## config.mk

```make
export PLATFORM = sky130hd
export DESIGN_NAME = servo_pose_interpolator_unit
export DESIGN_NICKNAME = d
export VERILOG_FILES = /design/src/hw/rtl/spint_pkg.sv /design/src/hw/rtl/spint_div.sv /design/src/hw/rtl/spint_ctrl.sv /design/src/hw/rtl/spint_dp.sv /design/src/hw/rtl/servo_pose_interpolator_unit.sv
export SDC_FILE = /design/constraint.sdc
export NUM_CORES = 2
export LEC_CHECK = 0
export ABC_CLOCK_PERIOD_IN_PS = 14060
export BUFFER_PORTS_ARGS = -buffer_cell sky130_fd_sc_hd__buf_2
export CORE_ASPECT_RATIO = 1.2
export CORE_UTILIZATION = 51
export DETAILED_ROUTE_END_ITERATION = 7
export PLACE_DENSITY_LB_ADDON = 0.25
export SYNTH_ARGS = -nofsm -noshare
export SYNTH_HDL_FRONTEND = slang
export SYNTH_HIERARCHICAL = 1
export SYNTH_SLANG_ARGS = --single-unit
```

## constraint.sdc

```tcl
create_clock -name i_clk -period 14.06 [get_ports i_clk]
set_input_delay 1.406 -clock i_clk [delete_from_list [all_inputs] [get_ports i_clk]]
set_output_delay 1.406 -clock i_clk [all_outputs]
set_load 0.01 [all_outputs]
```

## src/hw/rtl/spint_pkg.sv

```systemverilog
`timescale 1ns / 1ps
// Shared types and constants of the servo pose interpolator.
// Used by spint_div, spint_ctrl, spint_dp and servo_pose_interpolator_unit.
package spint_pkg;

    localparam int NUM_JOINTS = 3;
    localparam int NUM_LANES  = NUM_JOINTS + 1;
    localparam int DLY_LANE   = NUM_JOINTS;
    localparam int ANGLE_W    = 8;
    localparam int STEP_W     = 8;
    localparam int DELAY_W    = 6;
    localparam int DVD_W      = ANGLE_W + STEP_W;
    localparam int DVS_W      = 8;
    localparam int CNT_W      = $clog2(DVD_W);
    localparam int CFG_IDX_W  = 3;
    localparam int CFG_DATA_W = 8;

    localparam int DELAY_SLOW = 35;
    localparam int DELAY_FAST = 6;
    localparam int DELAY_SPAN = DELAY_SLOW - DELAY_FAST;

    localparam logic [ANGLE_W-1:0] NEUTRAL_ANGLE   = 8'd90;
    localparam logic [ANGLE_W-1:0] ANGLE_MIN_RESET = 8'd0;
    localparam logic [ANGLE_W-1:0] ANGLE_MAX_RESET = 8'd180;
    localparam logic [ANGLE_W-1:0] SPEED_MIN_RESET = 8'd1;
    localparam logic [ANGLE_W-1:0] SPEED_MAX_RESET = 8'd100;

    localparam logic [CFG_IDX_W-1:0] CFG_SHOULDER_MIN = 3'd0;
    localparam logic [CFG_IDX_W-1:0] CFG_SHOULDER_MAX = 3'd1;
    localparam logic [CFG_IDX_W-1:0] CFG_ELBOW_MIN    = 3'd2;
    localparam logic [CFG_IDX_W-1:0] CFG_ELBOW_MAX    = 3'd3;
    localparam logic [CFG_IDX_W-1:0] CFG_WRIST_MIN    = 3'd4;
    localparam logic [CFG_IDX_W-1:0] CFG_WRIST_MAX    = 3'd5;
    localparam logic [CFG_IDX_W-1:0] CFG_SPEED_MIN    = 3'd6;
    localparam logic [CFG_IDX_W-1:0] CFG_SPEED_MAX    = 3'd7;

    typedef enum logic [1:0] {
        MS_STEP    = 2'd0,
        MS_DONE    = 2'd1,
        MS_ABORT   = 2'd2,
        MS_REFUSED = 2'd3
    } t_motion;

    typedef enum logic [1:0] {
        K_NONE    = 2'd0,
        K_EMIT    = 2'd1,
        K_COMPUTE = 2'd2
    } t_kind;

    typedef struct packed {
        logic               action;
        logic [ANGLE_W-1:0] target_shoulder;
        logic [ANGLE_W-1:0] target_elbow;
        logic [ANGLE_W-1:0] target_wrist;
        logic [ANGLE_W-1:0] speed;
        logic               emergency_stop;
    } t_in;

    typedef struct packed {
        logic [ANGLE_W-1:0] shoulder_angle;
        logic [ANGLE_W-1:0] elbow_angle;
        logic [ANGLE_W-1:0] wrist_angle;
        logic [1:0]         motion_status;
    } t_out;

    typedef struct packed {
        logic accept;
        logic load;
        logic div_step;
        logic finish;
    } t_cmd;

    typedef struct packed {
        t_kind kind;
    } t_stat;

endpackage

```

## src/hw/rtl/spint_div.sv

```systemverilog
`timescale 1ns / 1ps
// Restoring divider lane, one quotient bit per cycle while i_step is high.
// Depends on spint_pkg.
module spint_div import spint_pkg::*; (
    input  logic               i_clk,
    input  logic               i_start,
    input  logic               i_step,
    input  logic [DVD_W-1:0]   i_dvd,
    input  logic [DVS_W-1:0]   i_dvs,
    output logic [ANGLE_W-1:0] o_quo
);

    logic [DVS_W-1:0] r_rem;
    logic [DVD_W-1:0] r_q;
    logic [DVS_W-1:0] r_dvs;
    logic [DVS_W:0]   w_trial;
    logic             w_fit;

    assign w_trial = {r_rem, r_q[DVD_W-1]};
    assign w_fit   = (w_trial >= {1'b0, r_dvs});

    always_ff @(posedge i_clk) begin
        if (i_start) begin
            r_rem <= '0;
            r_q   <= i_dvd;
            r_dvs <= i_dvs;
        end else if (i_step) begin
            r_rem <= w_fit ? DVS_W'(w_trial - {1'b0, r_dvs}) : w_trial[DVS_W-1:0];
            r_q   <= {r_q[DVD_W-2:0], w_fit};
        end
    end

    assign o_quo = r_q[ANGLE_W-1:0];

endmodule

```

## src/hw/rtl/spint_ctrl.sv

```systemverilog
`timescale 1ns / 1ps
// Sequencing state machine: accept, divider load, divide iterations, result.
// Depends on spint_pkg.
module spint_ctrl import spint_pkg::*; (
    input  logic  i_clk,
    input  logic  i_rst_n,
    input  logic  i_cmd_valid,
    output logic  o_cmd_stall,
    output logic  o_pose_valid,
    input  logic  i_pose_stall,
    input  t_stat i_stat,
    output t_cmd  o_ctl
);

    typedef enum logic [3:0] {
        ST_IDLE = 4'b0001,
        ST_LOAD = 4'b0010,
        ST_DIV  = 4'b0100,
        ST_FIN  = 4'b1000
    } t_state;

    localparam logic [CNT_W-1:0] CNT_LAST = CNT_W'(DVD_W - 1);

    t_state           r_state, n_state;
    logic [CNT_W-1:0] r_cnt, n_cnt;
    logic             r_out_valid, n_out_valid;
    logic             w_out_free;

    assign w_out_free = !r_out_valid || !i_pose_stall;

    always_comb begin
        n_state      = r_state;
        n_cnt        = r_cnt;
        o_ctl        = '0;
        case (r_state)
            ST_IDLE: begin
                if (i_cmd_valid) begin
                    o_ctl.accept = 1'b1;
                    case (i_stat.kind)
                        K_COMPUTE: n_state = ST_LOAD;
                        K_EMIT:    n_state = ST_FIN;
                        default:   n_state = ST_IDLE;
                    endcase
                end
            end
            ST_LOAD: begin
                o_ctl.load = 1'b1;
                n_cnt      = '0;
                n_state    = ST_DIV;
            end
            ST_DIV: begin
                o_ctl.div_step = 1'b1;
                n_cnt          = r_cnt + 1'b1;
                if (r_cnt == CNT_LAST) begin
                    n_state = ST_FIN;
                end
            end
            ST_FIN: begin
                if (w_out_free) begin
                    o_ctl.finish = 1'b1;
                    n_state      = ST_IDLE;
                end
            end
            default: n_state = ST_IDLE;
        endcase
    end

    always_comb begin
        n_out_valid = r_out_valid && i_pose_stall;
        if (o_ctl.finish) begin
            n_out_valid = 1'b1;
        end
    end

    always_ff @(posedge i_clk) begin
        if (!i_rst_n) begin
            r_state     <= ST_IDLE;
            r_cnt       <= '0;
            r_out_valid <= 1'b0;
        end else begin
            r_state     <= n_state;
            r_cnt       <= n_cnt;
            r_out_valid <= n_out_valid;
        end
    end

    assign o_cmd_stall  = (r_state != ST_IDLE);
    assign o_pose_valid = r_out_valid;

endmodule

```

## src/hw/rtl/spint_dp.sv

```systemverilog
`timescale 1ns / 1ps
// Datapath: limits, move state, clamping, products, divider lanes, result register.
// Depends on spint_pkg and spint_div.
module spint_dp import spint_pkg::*; (
    input  logic                  i_clk,
    input  logic                  i_rst_n,
    input  logic                  i_cfg_we,
    input  logic [CFG_IDX_W-1:0]  i_cfg_idx,
    input  logic [CFG_DATA_W-1:0] i_cfg_data,
    input  t_in                   i_cmd,
    input  t_cmd                  i_ctl,
    output t_stat                 o_stat,
    output t_out                  o_pose
);

    logic [ANGLE_W-1:0] r_jmin [NUM_JOINTS];
    logic [ANGLE_W-1:0] r_jmax [NUM_JOINTS];
    logic [ANGLE_W-1:0] r_spd_min, r_spd_max;

    logic [ANGLE_W-1:0] r_cur   [NUM_JOINTS];
    logic [ANGLE_W-1:0] r_start [NUM_JOINTS];
    logic [ANGLE_W-1:0] r_goal  [NUM_JOINTS];
    logic [STEP_W-1:0]  r_idx, r_total;
    logic [DELAY_W-1:0] r_dcount, r_dreload;
    logic               r_moving;
    logic               r_is_move, r_compute;
    t_motion            r_code;
    logic [ANGLE_W-1:0] r_speed;
    logic               r_neg [NUM_JOINTS];
    t_out               r_pose;

    logic [ANGLE_W-1:0] w_target [NUM_JOINTS];
    logic [ANGLE_W-1:0] w_goal   [NUM_JOINTS];
    logic [ANGLE_W-1:0] w_dist   [NUM_JOINTS];
    logic [ANGLE_W-1:0] w_max01, w_maxd;
    logic [STEP_W-1:0]  w_total;
    t_kind              w_kind;
    t_motion            w_code;

    logic               w_neg [NUM_JOINTS];
    logic [ANGLE_W-1:0] w_mag [NUM_JOINTS];
    logic [ANGLE_W-1:0] w_spd_x;
    logic [DVD_W-1:0]   w_dvd [NUM_LANES];
    logic [DVS_W-1:0]   w_dvs [NUM_LANES];
    logic [ANGLE_W-1:0] w_quo [NUM_LANES];
    logic [ANGLE_W-1:0] w_new [NUM_JOINTS];
    logic [DELAY_W-1:0] w_delay;

    assign w_target[0] = i_cmd.target_shoulder;
    assign w_target[1] = i_cmd.target_elbow;
    assign w_target[2] = i_cmd.target_wrist;

    // clamp and distance from the held pose
    always_comb begin
        for (int j = 0; j < NUM_JOINTS; j++) begin
            if (w_target[j] < r_jmin[j]) begin
                w_goal[j] = r_jmin[j];
            end else if (w_target[j] > r_jmax[j]) begin
                w_goal[j] = r_jmax[j];
            end else begin
                w_goal[j] = w_target[j];
            end
            w_dist[j] = (w_goal[j] >= r_cur[j]) ? w_goal[j] - r_cur[j]
                                                : r_cur[j] - w_goal[j];
        end
        w_max01 = (w_dist[0] > w_dist[1]) ? w_dist[0] : w_dist[1];
        w_maxd  = (w_max01 > w_dist[2]) ? w_max01 : w_dist[2];
        w_total = (w_maxd == '0) ? STEP_W'(1) : w_maxd;
    end

    always_comb begin
        w_kind = K_NONE;
        w_code = MS_STEP;
        if (!i_cmd.action) begin
            if (i_cmd.emergency_stop) begin
                w_kind = K_EMIT;
                w_code = MS_REFUSED;
            end else begin
                w_kind = K_COMPUTE;
            end
        end else if (!r_moving) begin
            w_kind = K_NONE;
        end else if (i_cmd.emergency_stop) begin
            w_kind = K_EMIT;
            w_code = MS_ABORT;
        end else if (r_dcount > DELAY_W'(1)) begin
            w_kind = K_NONE;
        end else if (r_idx >= r_total) begin
            w_kind = K_EMIT;
            w_code = MS_DONE;
        end else begin
            w_kind = K_COMPUTE;
        end
    end

    assign o_stat.kind = w_kind;

    // divider operands
    always_comb begin
        for (int j = 0; j < NUM_JOINTS; j++) begin
            w_neg[j] = (r_goal[j] < r_start[j]);
            w_mag[j] = w_neg[j] ? r_start[j] - r_goal[j] : r_goal[j] - r_start[j];
            w_dvd[j] = DVD_W'(w_mag[j]) * DVD_W'(r_idx);
            w_dvs[j] = r_total;
        end
        if (r_speed < r_spd_min) begin
            w_spd_x = r_spd_min;
        end else if (r_speed > r_spd_max) begin
            w_spd_x = r_spd_max;
        end else begin
            w_spd_x = r_speed;
        end
        if (r_spd_max > r_spd_min) begin
            w_dvd[DLY_LANE] = DVD_W'(DELAY_SPAN) * DVD_W'(w_spd_x - r_spd_min);
            w_dvs[DLY_LANE] = r_spd_max - r_spd_min;
        end else if (r_spd_max == r_spd_min) begin
            w_dvd[DLY_LANE] = '0;
            w_dvs[DLY_LANE] = DVS_W'(1);
        end else begin
            // reversed range: below min is slowest, anything else fastest
            w_dvd[DLY_LANE] = (r_speed < r_spd_min) ? '0 : DVD_W'(DELAY_SPAN);
            w_dvs[DLY_LANE] = DVS_W'(1);
        end
    end

    for (genvar l = 0; l < NUM_LANES; l++) begin : g_lane
        spint_div u_div (
            .i_clk   (i_clk),
            .i_start (i_ctl.load),
            .i_step  (i_ctl.div_step),
            .i_dvd   (w_dvd[l]),
            .i_dvs   (w_dvs[l]),
            .o_quo   (w_quo[l])
        );
    end

    always_comb begin
        for (int j = 0; j < NUM_JOINTS; j++) begin
            w_new[j] = r_neg[j] ? r_start[j] - w_quo[j] : r_start[j] + w_quo[j];
        end
        w_delay = DELAY_W'(DELAY_SLOW) - w_quo[DLY_LANE][DELAY_W-1:0];
    end

    always_ff @(posedge i_clk) begin
        if (!i_rst_n) begin
            for (int j = 0; j < NUM_JOINTS; j++) begin
                r_jmin[j] <= ANGLE_MIN_RESET;
                r_jmax[j] <= ANGLE_MAX_RESET;
            end
            r_spd_min <= SPEED_MIN_RESET;
            r_spd_max <= SPEED_MAX_RESET;
        end else if (i_cfg_we) begin
            case (i_cfg_idx)
                CFG_SHOULDER_MIN: r_jmin[0] <= i_cfg_data;
                CFG_SHOULDER_MAX: r_jmax[0] <= i_cfg_data;
                CFG_ELBOW_MIN:    r_jmin[1] <= i_cfg_data;
                CFG_ELBOW_MAX:    r_jmax[1] <= i_cfg_data;
                CFG_WRIST_MIN:    r_jmin[2] <= i_cfg_data;
                CFG_WRIST_MAX:    r_jmax[2] <= i_cfg_data;
                CFG_SPEED_MIN:    r_spd_min <= i_cfg_data;
                CFG_SPEED_MAX:    r_spd_max <= i_cfg_data;
                default:          r_spd_max <= r_spd_max;
            endcase
        end
    end

    always_ff @(posedge i_clk) begin
        if (!i_rst_n) begin
            for (int j = 0; j < NUM_JOINTS; j++) begin
                r_cur[j]   <= NEUTRAL_ANGLE;
                r_start[j] <= NEUTRAL_ANGLE;
                r_goal[j]  <= NEUTRAL_ANGLE;
            end
            r_idx     <= '0;
            r_total   <= STEP_W'(1);
            r_dcount  <= '0;
            r_dreload <= '0;
            r_moving  <= 1'b0;
            r_is_move <= 1'b0;
            r_compute <= 1'b0;
            r_code    <= MS_STEP;
        end else begin
            if (i_ctl.accept) begin
                r_code    <= w_code;
                r_compute <= (w_kind == K_COMPUTE);
                r_is_move <= !i_cmd.action;
                if (!i_cmd.action) begin
                    if (!i_cmd.emergency_stop) begin
                        for (int j = 0; j < NUM_JOINTS; j++) begin
                            r_goal[j]  <= w_goal[j];
                            r_start[j] <= r_cur[j];
                        end
                        r_total  <= w_total;
                        r_idx    <= STEP_W'(1);
                        r_moving <= 1'b1;
                    end
                end else if (r_moving) begin
                    if (i_cmd.emergency_stop) begin
                        r_moving <= 1'b0;
                        r_dcount <= '0;
                    end else if (r_dcount > DELAY_W'(1)) begin
                        r_dcount <= r_dcount - 1'b1;
                    end else begin
                        r_dcount <= '0;
                        if (r_idx >= r_total) begin
                            r_moving <= 1'b0;
                        end else begin
                            r_idx <= r_idx + 1'b1;
                        end
                    end
                end
            end
            if (i_ctl.finish && r_compute) begin
                for (int j = 0; j < NUM_JOINTS; j++) begin
                    r_cur[j] <= w_new[j];
                end
                if (r_is_move) begin
                    r_dreload <= w_delay;
                    r_dcount  <= w_delay;
                end else begin
                    r_dcount <= r_dreload;
                end
            end
        end
    end

    // payload only
    always_ff @(posedge i_clk) begin
        if (i_ctl.load) begin
            r_speed <= r_speed;
            for (int j = 0; j < NUM_JOINTS; j++) begin
                r_neg[j] <= w_neg[j];
            end
        end else if (i_ctl.accept) begin
            r_speed <= i_cmd.speed;
        end
        if (i_ctl.finish) begin
            r_pose.shoulder_angle <= r_compute ? w_new[0] : r_cur[0];
            r_pose.elbow_angle    <= r_compute ? w_new[1] : r_cur[1];
            r_pose.wrist_angle    <= r_compute ? w_new[2] : r_cur[2];
            r_pose.motion_status  <= r_code;
        end
    end

    assign o_pose = r_pose;

endmodule

```

## src/hw/rtl/servo_pose_interpolator_unit.sv

```systemverilog
`timescale 1ns / 1ps
// Three-joint servo pose interpolator, top level. Depends on spint_pkg, spint_ctrl, spint_dp.
// Move command or stepping tick: after acceptance, one operand load, the iterations of the
// four restoring divider lanes (one per dividend bit) and one result state; the next
// transaction is taken after the result. Refused, aborted and done results skip the load
// and division. Waiting and idle ticks: next transaction the following cycle.
// A stalled result holds the block in its result cycle until the output register frees.
// Reset (i_rst_n low, synchronous): idle, all joints 90, limits 0..180, speed 1..100.
module servo_pose_interpolator_unit import spint_pkg::*; (
    input  logic                  i_clk,
    input  logic                  i_rst_n,
    input  logic                  i_cfg_we,
    input  logic [CFG_IDX_W-1:0]  i_cfg_idx,
    input  logic [CFG_DATA_W-1:0] i_cfg_data,
    input  logic                  i_cmd_valid,
    output logic                  o_cmd_stall,
    input  t_in                   i_cmd,
    output logic                  o_pose_valid,
    input  logic                  i_pose_stall,
    output t_out                  o_pose
);

    t_cmd  w_ctl;
    t_stat w_stat;

    spint_ctrl u_ctrl (
        .i_clk        (i_clk),
        .i_rst_n      (i_rst_n),
        .i_cmd_valid  (i_cmd_valid),
        .o_cmd_stall  (o_cmd_stall),
        .o_pose_valid (o_pose_valid),
        .i_pose_stall (i_pose_stall),
        .i_stat       (w_stat),
        .o_ctl        (w_ctl)
    );

    spint_dp u_dp (
        .i_clk      (i_clk),
        .i_rst_n    (i_rst_n),
        .i_cfg_we   (i_cfg_we),
        .i_cfg_idx  (i_cfg_idx),
        .i_cfg_data (i_cfg_data),
        .i_cmd      (i_cmd),
        .i_ctl      (w_ctl),
        .o_stat     (w_stat),
        .o_pose     (o_pose)
    );

    a_rise_from_finish: assert property (@(posedge i_clk) disable iff (!i_rst_n)
        $rose(o_pose_valid) |-> $past(w_ctl.finish))
        else $error("result appeared without a finish");

    a_no_overwrite: assert property (@(posedge i_clk) disable iff (!i_rst_n)
        w_ctl.finish |-> (!o_pose_valid || !i_pose_stall))
        else $error("pending result overwritten");

    a_busy_while_div: assert property (@(posedge i_clk) disable iff (!i_rst_n)
        (w_ctl.div_step || w_ctl.load) |-> o_cmd_stall)
        else $error("transaction taken while divider runs");

    a_accept_exclusive: assert property (@(posedge i_clk) disable iff (!i_rst_n)
        w_ctl.accept |-> !(w_ctl.load || w_ctl.div_step || w_ctl.finish))
        else $error("accept overlaps another command");

endmodule

```

==> results.txt <==
outcome - finished, final reports clean
Final Cycle Share - 71.16%
DRT iter0 DRCs - 1210
setup TNS - 0 ps
max incr delay on CP - 650 ps
final setup vio count - 0
Core Util, Final - 55.66%
Yosys warnings - 6
Leakage - 15.29 nW
slowest CP cell - a21oi_1
Critical Path Fanout Max - 11
Rel. slew slack - 22.86%
critical path class - input pin to flip-flop
startpoint types - input pin
total routed wirelength - 71.78 mm
I/O Buffers - 77
Clk Latency, worst-skew pair - 570 ps
final hold vios - 0
# IOs - 78
hold_sp - u_dp/r_code[0]
P&R area growth vs syn - 7.617%
Period minus WS final - 10010 ps
total power - 4.219 mW
CTS Buf Count - 40
Worst VDD drop - 0.0002792 V
CTS Hold Buffers Added - 0
max cap viols - 0
CTS tree - done
global-route wire length before repair - 118.0 mm
RSZ-0062 raised after global routing - false
Post-Syn Area - 0.03095 mm^2
layout cells sized above 1 - 10.28%
fmax - 0.09995 GHz
Setup Skew - 27.11 ps
Post-DP HPWL - 56.23 mm
CTS root buffer - clkbuf_16
total track usage - 23.93%
die width - 226.9 um
Final GP Congestion - 0.8988
DR vias - 22600
fin nets - 3810
post-cts repair resize count - 0
wire per inst - 17.68 um
Most common cell on crit path - a21o_1
Crit. Startpoint - i_cmd[18]
DRC violations left - 0
Std-Cell Rows - 98
Worst Path Arrival - 10520 ps
Power Dens Cells - 126.7 mW/mm^2
worst hold path class - flip-flop to flip-flop
syn nets - 3779
vias in the first global route - 22982
Core ar. - 0.05984 mm^2
# diodes - 0
via/cell ratio - 5.568
largest net degree at the start of global routing - 66
CP endpoint kind - flip-flop
initial core utilization - 51.72%
max-slew violation count - 0
worst endpoint required time - 14570 ps
Post-CTS Setup Inserts - 0
maximum clock path buffer count - 3
# clock sinks - 343
Avg Inst Size Synth - 9.683 um^2
die area - 0.06167 mm^2
H-tree depth - 2
Routed Antenna Nets - 0
initial antenna violation count - 0
Mapped Cells - 3196
drt pass-1 iters - 5
RR Startpoint - u_dp/r_jmin[0][9]
clk slew on worst S/H paths - 70 ps
Die Height - 271.8 um
worst-margin pin slew - 1145 ps
Congestion Overflow GR - 0
[state kept, by name, summed over array words and instances, names as in the netlist, 8 cells and up]
register and cells:
u_dp/r_jmin 24, u_dp/r_jmax 24, u_dp/r_spd_max 8, u_dp/g_lane.u_div/r_q 64, u_dp/r_start 24, u_dp/r_total 8, u_dp/o_pose 26, u_dp/r_spd_min 8
u_dp/r_speed 8, u_dp/r_cur 24, u_dp/g_lane.u_div/r_dvs 32, u_dp/r_goal 24, u_dp/r_idx 8, u_dp/g_lane.u_div/r_rem 32
[metrics by stage]
stage	hold WS, ps	cell area, um^2	cells	setup slack [ps]
3_5_place_dp	431.8	31950	3985	3570
2_1_floorplan	409.3	30950	3196	4707
3_3_place_gp	426.0	31950	3985	3746
6_report	442.1	33300	4059	4055
5_1_grt	457.2	33300	4059	3467
4_1_cts	444.4	33300	4059	4174
[where the power goes]
group | total (mW) | internal (mW) | switching, mW | leakage (nW)
clock network | 1.08 | 0.623 | 0.456 | 0.663
logic | 1.96 | 0.833 | 1.13 | 11.6
registers | 1.18 | 1.13 | 0.0491 | 3.03
total | 4.22 | 2.59 | 1.63 | 15.3
[worst max-delay path, delay by kind of cell]
family / cells / cell delay [ps]
simple gates: 6 / 910
mux: 3 / 1180
buf+inv: 3 / 290
compound gates: 20 / 5450
fa+ha+maj: 4 / 1280
[placed cells by master, fill, tap and decap left out, types with 62 or more instances in the layout]
cell type	n
dfxtp_1	89
o21ai_0	100
inv_1	458
a21o_1	104
nor2_1	175
and2_1	101
buf_2	77
mux2i_1	84
mux2_2	100
ha_1	389
nand2b_1	62
fa_1	144
xnor2_1	96
a21oi_1	121
nand2_1	257
edfxtp_1	253
[layer usage]
metal	vias to the layer above	global-route usage [%]	wire length, um
li1	10992	-	-
met1	11027	30.16	31280
met2	457	41.99	35450
met3	124	2.977	2680
met4	0	8.090	2361
met5	-	0	0
[area by class of cell]
type / count / area, um^2
clock buffer: 47 / 1091
clock inverter: 27 / 264.0
timing repair buffer: 96 / 528.0
multi-input combinational: 2286 / 19290
sequential: 343 / 9400
inverter: 460 / 1734
fill: 5269 / 26530
tap: 800 / 1001
[worst paths after layout]
path / to / slack, ps / depth (start not counted)
max reg2reg: u_dp/r_total[0] / 4620 / 36
max: u_dp/r_total[0] / 4050 / 36
min: u_dp/o_pose[0] / 440 / 0
min reg2reg: u_dp/o_pose[0] / 440 / 0
Power figures use the tool's default switching activity.
